### src/rtl/rlcs_pkg.sv
package rlcs_pkg;

	localparam int PC_W = 4;

	localparam logic [1:0] KIND_TICK = 2'd0;
	localparam logic [1:0] KIND_LOAD = 2'd1;
	localparam logic [1:0] KIND_DONE = 2'd2;
	localparam logic [1:0] KIND_SHUT = 2'd3;

	localparam logic [2:0] OPC_SHUTDOWN = 3'd0;
	localparam logic [2:0] OPC_CURRENT  = 3'd1;
	localparam logic [2:0] OPC_RED      = 3'd2;
	localparam logic [2:0] OPC_GREEN    = 3'd3;
	localparam logic [2:0] OPC_BLUE     = 3'd4;
	localparam logic [2:0] OPC_DIM_UP   = 3'd5;
	localparam logic [2:0] OPC_DIM_DOWN = 3'd6;
	localparam logic [2:0] OPC_DIM_TIME = 3'd7;

	localparam logic [7:0] WHEEL_TOP  = 8'd248;
	localparam logic [7:0] WHEEL_STEP = 8'd8;
	localparam logic [15:0] PERIOD_RESET = 16'd100;

	localparam logic [2:0] PTR_AFTER_DIM   = 3'd0;
	localparam logic [2:0] PTR_AFTER_BLUE  = 3'd1;
	localparam logic [2:0] PTR_AFTER_GREEN = 3'd2;
	localparam logic [2:0] PTR_AFTER_RED   = 3'd3;
	localparam logic [2:0] PTR_DIM_DUE     = 3'd4;

	localparam logic [2:0] PH_BLUE_DOWN  = 3'd0;
	localparam logic [2:0] PH_GREEN_UP   = 3'd1;
	localparam logic [2:0] PH_RED_DOWN   = 3'd2;
	localparam logic [2:0] PH_BLUE_UP    = 3'd3;
	localparam logic [2:0] PH_GREEN_DOWN = 3'd4;
	localparam logic [2:0] PH_RED_UP     = 3'd5;

	localparam logic [PC_W-1:0] PC_TICK = PC_W'(0);
	localparam logic [PC_W-1:0] PC_PEND = PC_W'(1);
	localparam logic [PC_W-1:0] PC_CDCK = PC_W'(2);
	localparam logic [PC_W-1:0] PC_WHEEL = PC_W'(3);
	localparam logic [PC_W-1:0] PC_CHAN = PC_W'(4);
	localparam logic [PC_W-1:0] PC_END  = PC_W'(5);
	localparam logic [PC_W-1:0] PC_LOAD = PC_W'(6);
	localparam logic [PC_W-1:0] PC_ACK  = PC_W'(7);
	localparam logic [PC_W-1:0] PC_SHUT = PC_W'(8);

	typedef enum logic [2:0] {
		UOP_NOP,
		UOP_DEC,
		UOP_WHEEL,
		UOP_CHAN,
		UOP_LOAD,
		UOP_ACK,
		UOP_SHUT
	} uop_t;

	typedef enum logic [1:0] {
		COND_NONE,
		COND_PENDING,
		COND_CD_NZ,
		COND_CHAN_MORE
	} cond_t;

	typedef struct packed {
		uop_t            op;
		cond_t           cond;
		logic [PC_W-1:0] target;
		logic            fin;
	} uword_t;

	typedef struct packed {
		logic capture;
		uop_t op;
	} ctrl_t;

	typedef struct packed {
		logic pending;
		logic cd_nz;
		logic chan_more;
		logic out_busy;
	} stat_t;

endpackage

### src/rtl/rlcs_ucode_rom.sv
module rlcs_ucode_rom (
	input  logic [rlcs_pkg::PC_W-1:0] pc,
	output rlcs_pkg::uword_t          word
);
	import rlcs_pkg::*;

	always_comb begin
		case (pc)
			PC_TICK:  word = '{op: UOP_DEC,   cond: COND_NONE,      target: PC_TICK, fin: 1'b0};
			PC_PEND:  word = '{op: UOP_NOP,   cond: COND_PENDING,   target: PC_END,  fin: 1'b0};
			PC_CDCK:  word = '{op: UOP_NOP,   cond: COND_CD_NZ,     target: PC_CHAN, fin: 1'b0};
			PC_WHEEL: word = '{op: UOP_WHEEL, cond: COND_NONE,      target: PC_TICK, fin: 1'b0};
			PC_CHAN:  word = '{op: UOP_CHAN,  cond: COND_CHAN_MORE, target: PC_CHAN, fin: 1'b0};
			PC_END:   word = '{op: UOP_NOP,   cond: COND_NONE,      target: PC_TICK, fin: 1'b1};
			PC_LOAD:  word = '{op: UOP_LOAD,  cond: COND_NONE,      target: PC_TICK, fin: 1'b1};
			PC_ACK:   word = '{op: UOP_ACK,   cond: COND_NONE,      target: PC_TICK, fin: 1'b1};
			PC_SHUT:  word = '{op: UOP_SHUT,  cond: COND_NONE,      target: PC_TICK, fin: 1'b1};
			default:  word = '{op: UOP_NOP,   cond: COND_NONE,      target: PC_TICK, fin: 1'b1};
		endcase
	end

endmodule

### src/rtl/rlcs_sequencer.sv
module rlcs_sequencer (
	input  logic              clk,
	input  logic              arst_n,
	input  logic              accept,
	input  logic [1:0]        kind,
	input  rlcs_pkg::stat_t   stat,
	output rlcs_pkg::ctrl_t   ctrl,
	output logic              busy
);
	import rlcs_pkg::*;

	logic            run_q;
	logic [PC_W-1:0] pc_q;
	uword_t          word;
	logic            hold;
	logic            taken;
	logic [PC_W-1:0] entry;

	rlcs_ucode_rom u_rom (
		.pc   (pc_q),
		.word (word)
	);

	// emitting steps wait for a free output register
	assign hold = stat.out_busy && (word.op == UOP_CHAN || word.op == UOP_SHUT);

	always_comb begin
		case (word.cond)
			COND_PENDING:   taken = stat.pending;
			COND_CD_NZ:     taken = stat.cd_nz;
			COND_CHAN_MORE: taken = stat.chan_more;
			default:        taken = 1'b0;
		endcase
	end

	always_comb begin
		case (kind)
			KIND_TICK: entry = PC_TICK;
			KIND_LOAD: entry = PC_LOAD;
			KIND_DONE: entry = PC_ACK;
			default:   entry = PC_SHUT;
		endcase
	end

	assign ctrl.capture = accept;
	assign ctrl.op      = (run_q && !hold) ? word.op : UOP_NOP;
	assign busy         = run_q;

	always_ff @(posedge clk or negedge arst_n) begin
		if (!arst_n) begin
			run_q <= 1'b0;
			pc_q  <= PC_TICK;
		end else if (accept) begin
			run_q <= 1'b1;
			pc_q  <= entry;
		end else if (run_q && !hold) begin
			if (taken) begin
				pc_q <= word.target;
			end else if (word.fin) begin
				run_q <= 1'b0;
			end else begin
				pc_q <= pc_q + PC_W'(1);
			end
		end
	end

endmodule

### src/rtl/rlcs_datapath.sv
module rlcs_datapath (
	input  logic            clk,
	input  logic            arst_n,
	input  rlcs_pkg::ctrl_t ctrl,
	input  logic            period_we,
	input  logic [15:0]     period_wdata,
	input  logic [7:0]      red,
	input  logic [7:0]      green,
	input  logic [7:0]      blue,
	input  logic [4:0]      current_step,
	input  logic [7:0]      dim_time,
	input  logic            out_stall,
	output logic            out_valid,
	output logic [7:0]      out_byte,
	output rlcs_pkg::stat_t stat
);
	import rlcs_pkg::*;

	logic [15:0] period_q;
	logic        pending_q;
	logic [2:0]  ptr_q;
	logic [2:0]  phase_q;
	logic [15:0] cd_q;
	logic [7:0]  wr_red_q, wr_green_q, wr_blue_q;
	logic [4:0]  wr_cur_q;
	logic [7:0]  tg_red_q, tg_green_q, tg_blue_q;
	logic [4:0]  tg_cur_q;
	logic [7:0]  tg_dim_q;
	logic [7:0]  in_red_q, in_green_q, in_blue_q, in_dim_q;
	logic [4:0]  in_cur_q;
	logic        out_valid_q;
	logic [7:0]  out_byte_q;

	logic        ch_emit;
	logic        ch_term;
	logic [7:0]  ch_byte;
	logic [2:0]  ch_ptr;
	logic        ch_wr_red, ch_wr_green, ch_wr_blue, ch_wr_cur;

	// one channel check of the round-robin walk
	always_comb begin
		ch_emit     = 1'b0;
		ch_term     = 1'b0;
		ch_byte     = {OPC_SHUTDOWN, 5'd0};
		ch_wr_red   = 1'b0;
		ch_wr_green = 1'b0;
		ch_wr_blue  = 1'b0;
		ch_wr_cur   = 1'b0;
		case (ptr_q)
			PTR_AFTER_BLUE: begin
				ch_ptr = PTR_AFTER_GREEN;
				if (wr_green_q != tg_green_q) begin
					ch_emit     = 1'b1;
					ch_wr_green = 1'b1;
					ch_byte     = {OPC_GREEN, tg_green_q[7:3]};
				end
			end
			PTR_AFTER_GREEN: begin
				ch_ptr = PTR_AFTER_RED;
				if (wr_red_q != tg_red_q) begin
					ch_emit   = 1'b1;
					ch_wr_red = 1'b1;
					ch_byte   = {OPC_BLUE, tg_red_q[7:3]};
				end
			end
			PTR_AFTER_RED: begin
				ch_ptr  = PTR_AFTER_DIM;
				ch_term = 1'b1;
				if (wr_cur_q != tg_cur_q) begin
					ch_emit   = 1'b1;
					ch_wr_cur = 1'b1;
					if (tg_dim_q == 8'd0) begin
						ch_byte = {OPC_CURRENT, tg_cur_q};
					end else begin
						ch_ptr  = PTR_DIM_DUE;
						ch_byte = {(tg_cur_q > wr_cur_q) ? OPC_DIM_UP : OPC_DIM_DOWN, tg_cur_q};
					end
				end
			end
			PTR_DIM_DUE: begin
				ch_ptr  = PTR_AFTER_DIM;
				ch_term = 1'b1;
				ch_emit = 1'b1;
				ch_byte = {OPC_DIM_TIME, tg_dim_q[7:3]};
			end
			default: begin
				ch_ptr = PTR_AFTER_BLUE;
				if (wr_blue_q != tg_blue_q) begin
					ch_emit    = 1'b1;
					ch_wr_blue = 1'b1;
					ch_byte    = {OPC_RED, tg_blue_q[7:3]};
				end
			end
		endcase
	end

	assign stat.pending   = pending_q;
	assign stat.cd_nz     = (cd_q != 16'd0);
	assign stat.chan_more = !ch_emit && !ch_term;
	assign stat.out_busy  = out_valid_q && out_stall;

	assign out_valid = out_valid_q;
	assign out_byte  = out_byte_q;

	always_ff @(posedge clk) begin
		if (ctrl.capture) begin
			in_red_q   <= red;
			in_green_q <= green;
			in_blue_q  <= blue;
			in_cur_q   <= current_step;
			in_dim_q   <= dim_time;
		end
		if (ctrl.op == UOP_SHUT) begin
			out_byte_q <= {OPC_SHUTDOWN, 5'd0};
		end else if (ctrl.op == UOP_CHAN && ch_emit) begin
			out_byte_q <= ch_byte;
		end
	end

	always_ff @(posedge clk or negedge arst_n) begin
		if (!arst_n) begin
			period_q    <= PERIOD_RESET;
			pending_q   <= 1'b0;
			ptr_q       <= PTR_AFTER_DIM;
			phase_q     <= PH_BLUE_DOWN;
			cd_q        <= 16'd0;
			wr_red_q    <= 8'd0;
			wr_green_q  <= 8'd0;
			wr_blue_q   <= 8'd0;
			wr_cur_q    <= 5'd0;
			tg_red_q    <= 8'd0;
			tg_green_q  <= 8'd0;
			tg_blue_q   <= 8'd0;
			tg_cur_q    <= 5'd1;
			tg_dim_q    <= 8'd0;
			out_valid_q <= 1'b0;
		end else begin
			if (period_we) begin
				period_q <= period_wdata;
			end
			if (out_valid_q && !out_stall) begin
				out_valid_q <= 1'b0;
			end
			case (ctrl.op)
				UOP_DEC: begin
					if (cd_q != 16'd0) begin
						cd_q <= cd_q - 16'd1;
					end
				end
				UOP_WHEEL: begin
					cd_q <= period_q;
					case (phase_q)
						PH_BLUE_DOWN: begin
							if (tg_blue_q != 8'd0) tg_blue_q <= tg_blue_q - WHEEL_STEP;
							else phase_q <= PH_GREEN_UP;
						end
						PH_GREEN_UP: begin
							if (tg_green_q != WHEEL_TOP) tg_green_q <= tg_green_q + WHEEL_STEP;
							else phase_q <= PH_RED_DOWN;
						end
						PH_RED_DOWN: begin
							if (tg_red_q != 8'd0) tg_red_q <= tg_red_q - WHEEL_STEP;
							else phase_q <= PH_BLUE_UP;
						end
						PH_BLUE_UP: begin
							if (tg_blue_q != WHEEL_TOP) tg_blue_q <= tg_blue_q + WHEEL_STEP;
							else phase_q <= PH_GREEN_DOWN;
						end
						PH_GREEN_DOWN: begin
							if (tg_green_q != 8'd0) tg_green_q <= tg_green_q - WHEEL_STEP;
							else phase_q <= PH_RED_UP;
						end
						PH_RED_UP: begin
							if (tg_red_q != WHEEL_TOP) tg_red_q <= tg_red_q + WHEEL_STEP;
							else phase_q <= PH_BLUE_DOWN;
						end
						default: begin
						end
					endcase
				end
				UOP_CHAN: begin
					ptr_q <= ch_ptr;
					if (ch_wr_red)   wr_red_q   <= tg_red_q;
					if (ch_wr_green) wr_green_q <= tg_green_q;
					if (ch_wr_blue)  wr_blue_q  <= tg_blue_q;
					if (ch_wr_cur)   wr_cur_q   <= tg_cur_q;
					if (ch_emit) begin
						out_valid_q <= 1'b1;
						pending_q   <= 1'b1;
					end
				end
				UOP_LOAD: begin
					tg_red_q   <= in_red_q;
					tg_green_q <= in_green_q;
					tg_blue_q  <= in_blue_q;
					tg_cur_q   <= in_cur_q;
					tg_dim_q   <= in_dim_q;
				end
				UOP_ACK: begin
					pending_q <= 1'b0;
				end
				UOP_SHUT: begin
					out_valid_q <= 1'b1;
					pending_q   <= 1'b1;
				end
				default: begin
				end
			endcase
		end
	end

endmodule

### src/rtl/rgb_led_command_sequencer.sv
// rgb led command sequencer
// input channel: item_valid / item_stall with kind, red, green, blue,
//   current_step and dim_time; kind 0 tick, 1 load target, 2 transfer done,
//   3 shutdown. a word is taken when item_valid is high and item_stall low.
// output channel: cmd_valid / cmd_stall with command_byte, at most one
//   command byte per input word (ticks and shutdown only).
// rainbow_period_we writes rainbow_period_wdata, the tick count between two
//   colour wheel steps; write only while item_stall is low.
// one word at a time: item_stall stays high while the microprogram runs.
//   load, transfer done and shutdown jump to a final step; a tick
//   decrements, checks pending and countdown, may step the wheel, then
//   walks up to four channel checks, one per cycle while output is free.
// a command byte reaches cmd_valid from the shutdown step or from the
//   channel walk of a tick. it sits in an output register, so the next
//   word can be taken while it waits; a step that would emit a new command
//   waits while the previous one is stalled, holding item_stall high.
// reset: period 100, link idle, targets zero with current step one, the
//   output empty and the sequencer idle; there is no clearing pass.
module rgb_led_command_sequencer (
	input  logic        clk,
	input  logic        arst_n,
	input  logic        rainbow_period_we,
	input  logic [15:0] rainbow_period_wdata,
	input  logic        item_valid,
	output logic        item_stall,
	input  logic [1:0]  kind,
	input  logic [7:0]  red,
	input  logic [7:0]  green,
	input  logic [7:0]  blue,
	input  logic [4:0]  current_step,
	input  logic [7:0]  dim_time,
	output logic        cmd_valid,
	input  logic        cmd_stall,
	output logic [7:0]  command_byte
);
	import rlcs_pkg::*;

	ctrl_t ctrl;
	stat_t stat;
	logic  busy;
	logic  accept;

	assign item_stall = busy;
	assign accept     = item_valid && !busy;

	rlcs_sequencer u_seq (
		.clk    (clk),
		.arst_n (arst_n),
		.accept (accept),
		.kind   (kind),
		.stat   (stat),
		.ctrl   (ctrl),
		.busy   (busy)
	);

	rlcs_datapath u_dp (
		.clk          (clk),
		.arst_n       (arst_n),
		.ctrl         (ctrl),
		.period_we    (rainbow_period_we),
		.period_wdata (rainbow_period_wdata),
		.red          (red),
		.green        (green),
		.blue         (blue),
		.current_step (current_step),
		.dim_time     (dim_time),
		.out_stall    (cmd_stall),
		.out_valid    (cmd_valid),
		.out_byte     (command_byte),
		.stat         (stat)
	);

endmodule

### config.mk
export PLATFORM = sky130hd
export DESIGN_NAME = rgb_led_command_sequencer
export DESIGN_NICKNAME = d
export VERILOG_FILES = /design/src/rtl/rlcs_pkg.sv /design/src/rtl/rlcs_ucode_rom.sv /design/src/rtl/rlcs_sequencer.sv /design/src/rtl/rlcs_datapath.sv /design/src/rtl/rgb_led_command_sequencer.sv
export SDC_FILE = /design/constraint.sdc
export NUM_CORES = 1
export LEC_CHECK = 0
export BUFFER_PORTS_ARGS = -buffer_cell sky130_fd_sc_hd__buf_2
export CORE_UTILIZATION = 55
export CTS_BUF_LIST = sky130_fd_sc_hd__clkbuf_4 sky130_fd_sc_hd__clkbuf_8
export DETAILED_ROUTE_END_ITERATION = 8
export PLACE_DENSITY = 0.84
export SYNTH_ARGS = -nofsm -noshare
export SYNTH_HDL_FRONTEND = slang
export SYNTH_HIERARCHICAL = 1
export SYNTH_SLANG_ARGS = --single-unit
### constraint.sdc
create_clock -name clk -period 4.05 [get_ports clk]
set_clock_uncertainty 0.2 [all_clocks]
set_input_delay 0.2025 -clock clk [delete_from_list [all_inputs] [get_ports clk]]
set_output_delay 0.2025 -clock clk [all_outputs]
set_load 0.02 [all_outputs]
==> metrics list <==
- Status: finished, violations left
- Violated checks: design-rule violations
* Worst Hold Class: primary input to register
- Syn_area_per_cell: 10.5 µm²
- Worst-path maximum fanout: 14
- The path with the worst hold slack has its endpoint at u_seq/pc_q[0].
- The routed design could run at a clock period as short as approximately 3.7 ns.
* Count of vias placed by the detailed router: just over 6000
- Final Non-Filler Cells: 1056
- Clock latency on the worst-skew pair, taken at its later pin, is 0.46 ns.
* Average wire per standard cell: 16.8 µm
- Clock Tree Buf Depth: 2
- Overall die area: 14700 µm²
- For the pin with the worst max-slew slack, the measured transition is 1.01 ns.
- Post-Place Cells: 967
- The congestion estimate from routability-driven global placement came to 0.876.
- Async S/R FF share, synth: 0.712
- In this run the static leakage power is 4.08 nW.
* Critical register-to-register path startpoint: u_seq/pc_q[0]
- Residual DRC count: 2
* Master cell of the clock root buffer: clkbuf_8
- Final-layout fill cell count: 1011
- First DRT Iteration DRCs: 424
- R2R depth: 13
- The die is 121 µm tall.
- Post-detailed-route count of antenna-violating nets: 0
* Worst setup path class: register to register
- Endpoint of the most critical register-to-register path: u_dp/tg_blue_q[5]
* Unrepaired setup endpoints after global routing: false
- Relative to the synthesized area, the layout overhead comes to 18.5%.
- The setup check on the worst reg-to-reg path leaves a slack of roughly 0.34 ns.
- Required @ worst endpoint: between 4 and 5 ns
- Grt total ovfl: 0
- Standard cell core area: about 14000 µm²
- Worst Setup Start Kind: register
- Measured along the x axis, the die boundary spans 121 µm.
- Layout Nets: 949
- Count of distinct cell types in the synthesized netlist: between 70 and 80
- Data arrives at the worst endpoint at about 3.9 ns.
* Antenna violations before repair: 0
- Number of buffers and inverters on the critical path: 1
- Summing internal, switching and leakage power gives 6.58 mW.
- Headroom to the max-slew limit came out at 0.328.
* TritonCTS clock tree: done
- VDD sags by at most ~0.00038 V.
* Critical-path cell list: inv_1 -> ha_1 -> nand2b_1 -> a21oi_1 -> xnor2_1 -> o21ai_2 -> nor2_2 -> or3b_2 -> nor2_1 -> o21ai_1 -> nor3_1 -> a21oi_1 -> o21ai_0
- Core occupancy in the finished layout: 0.666
- The number of antenna diodes in the final layout is 0.
- In this run the most critical hold path is launched from kind[0].
* Cell area after layout: 9240 µm²
- The first global-routing pass estimated 28800 µm of wire.
- Grouping stages by cell kind, the critical path spends the most delay in simple AND/OR/NAND/NOR gates.
- Setup Total Neg Slack: 0 ns
- Final Hold Vio Count: 0
* Peak per-stage delay on the critical path: 0.66 ns
- Multi-input combinational cell area: ~3500 µm²
* Number of synthesized register bits: between 150 and 200
- The most used flip-flop cell after synthesis is dfrtp_1.
- Final setup violation count: 0
- Synthesis warning total: 6
- The synthesized design contains 37 enable-type register cells.
* Pin count of the biggest net entering global routing: 79
- Register area share after synthesis: 0.520
* Count of port buffers added during placement: 69
- Cell area power density: 713 nW/µm²
- Using the TritonRoute via totals, the vias-per-cell ratio works out to 5.73.
* Max Clk Rate: 270 MHz
- The clock net in this run drives a total of roughly 160 sinks.
* Synthesized instance count: between 700 and 800
* Number of placement rows: 43
* Starting utilization of the core area: 0.562
- Clock tree synthesis inserted a total of 17 buffers.
- The critical path runs through a total of 13 cells.
* Crit end category: register
- In the post-synthesis netlist, the cell with the most instances is nand2_1.
- Routed WL: 17700 µm
- Clock-pin slew was measured on the worst setup and hold paths at 0.08 ns.
* Top cell type's share of synthesized area: 0.343
- Summing all flip-flop and latch instances after layout gives around 4100 µm².
* Max Cap Viol: 0
- Syn Std Cell Area: 7800 µm²
- Cells taking the most area after synthesis: dfrtp_1 (34%), edfxtp_1 (14%), mux2_2 (5.9%), nand2_1 (5.6%), ha_1 (3.7%)
* Largest area contributor in the netlist: dfrtp_1
- The first detailed-routing pass took 7 iterations.
- Vias in the first global route: a little under 6000
- Number of pins exceeding their max-slew limit in the final report: 0
- The slowest stage of the critical path is the or3b_2 cell.
* Global-route usage over all layers: 0.257
- Depth of the CTS H-tree: 4
- The most numerous cell type found on the critical path is a21oi_1.
* Share of cells above drive strength 1: 0.200
- The placed instances occupy a cell area of 8290 µm².
- Number of placed I/O pins: 70
* Final worst path period share: 0.915
- Most numerous cell types in the synthesized netlist: nand2_1 (117), dfrtp_1 (107), o21ai_0 (46)
- The worst hold path passes through 5 cells.
- Detailed placement finished with a half-perimeter wire length of 11300 µm.
-- where the power goes --
part / internal [mW] / total [mW] / switching [mW]
sequential: 2.13 / 2.71 / 0.573
clock: 0.504 / 1.11 / 0.610
combinational: 1.21 / 2.76 / 1.56
total: 3.85 / 6.58 / 2.74
-- worst register-to-register path: stages, from the launching register on --
cell and delay, ns:
dfrtp_1 0.47, inv_1 0.12, ha_1 0.31, nand2b_1 0.14, a21oi_1 0.21, xnor2_1 0.19, o21ai_2 0.15, nor2_2 0.32
or3b_2 0.66, nor2_1 0.13, o21ai_1 0.21, nor3_1 0.26, a21oi_1 0.06, o21ai_0 0.20
-- worst max-delay path by stage --
stage	start	end
2_1_floorplan	u_seq/pc_q[0]	u_dp/tg_green_q[5]
3_3_place_gp	u_seq/pc_q[0]	u_dp/cd_q[12]
3_5_place_dp	u_seq/pc_q[0]	u_dp/cd_q[12]
4_1_cts	u_seq/pc_q[0]	u_dp/cd_q[12]
5_1_grt	u_seq/pc_q[0]	u_dp/tg_green_q[7]
6_report	u_seq/pc_q[0]	u_dp/tg_blue_q[5]
-- placed cells by master (no fill, tap or decap), drive strengths merged, types with 8 or more instances in the layout --
cell type	instances
a211oi	9
a21o	8
a21oi	32
buf	77
clkbuf	18
dfrtp	107
dfxtp	8
dlygate4sd3	57
edfxtp	37
ha	23
inv	37
mux2	42
mux2i	8
nand2	117
nand2b	10
nor2	43
nor2b	10
nor3	12
o211ai	16
o21ai	52
xnor2	25
xor2	12
-- routing by layer --
layer  wire length [µm]  vias to the layer above  global-route usage
met2               8710                      244               0.417
li1                   -                     2874                   -
met4                463                        0               0.106
met1               7470                     2889               0.337
met5                  0                        -                   0
met3               1080                       39              0.0512
-- flip-flops by register name, summed over array words and instances (netlist names), 8 cells and up --
register / cells
u_dp/tg_red_q: 8
u_dp/period_q: 16
u_dp/in_dim_q: 8
u_dp/wr_blue_q: 8
u_dp/in_blue_q: 8
u_dp/wr_red_q: 8
u_dp/wr_green_q: 8
u_dp/in_green_q: 8
u_dp/out_byte: 8
u_dp/tg_dim_q: 8
u_dp/tg_green_q: 8
u_dp/in_red_q: 8
u_dp/tg_blue_q: 8
u_dp/cd_q: 16
-- layout make-up --
type,count,share of cell area
Tap cell,180,0.0244
Clock buffer,18,0.0261
Multi-Input combinational cell,524,0.378
Timing Repair Buffer,134,0.106
Clock inverter,14,0.0144
Inverter,30,0.0122
Sequential cell,156,0.439
-- stage by stage --
stage	setup slack, ns	hold WS, ns
after floorplan	0.560	-0.293
after CTS	0.138	0.00271
after global routing	0.00680	0.0474
after global placement	0.355	0.179
final	0.344	0.0299
after detailed placement	0.176	0.181
-- timing repair --
item,4_1_cts,5_1_grt
buffers inserted,0,0
hold endpoints to repair,132,0
endpoints found under the setup margin,0,12
hold buffers,57,0
resized for setup,0,3
-- cells by family (layout without fill, tap and decap cells) --
kind of cell	Yosys count	in the layout	share of synthesized area
simple gates	252	252	0.156
compound gates	157	157	0.132
mux	50	50	0.0714
xor+xnor	37	37	0.0416
fa+ha+maj	26	26	0.0446
other cells	1	2	0.000481
flops	156	156	0.520
buf+inv	62	196	0.0348
No activity file was read; power rests on OpenSTA's default activity.
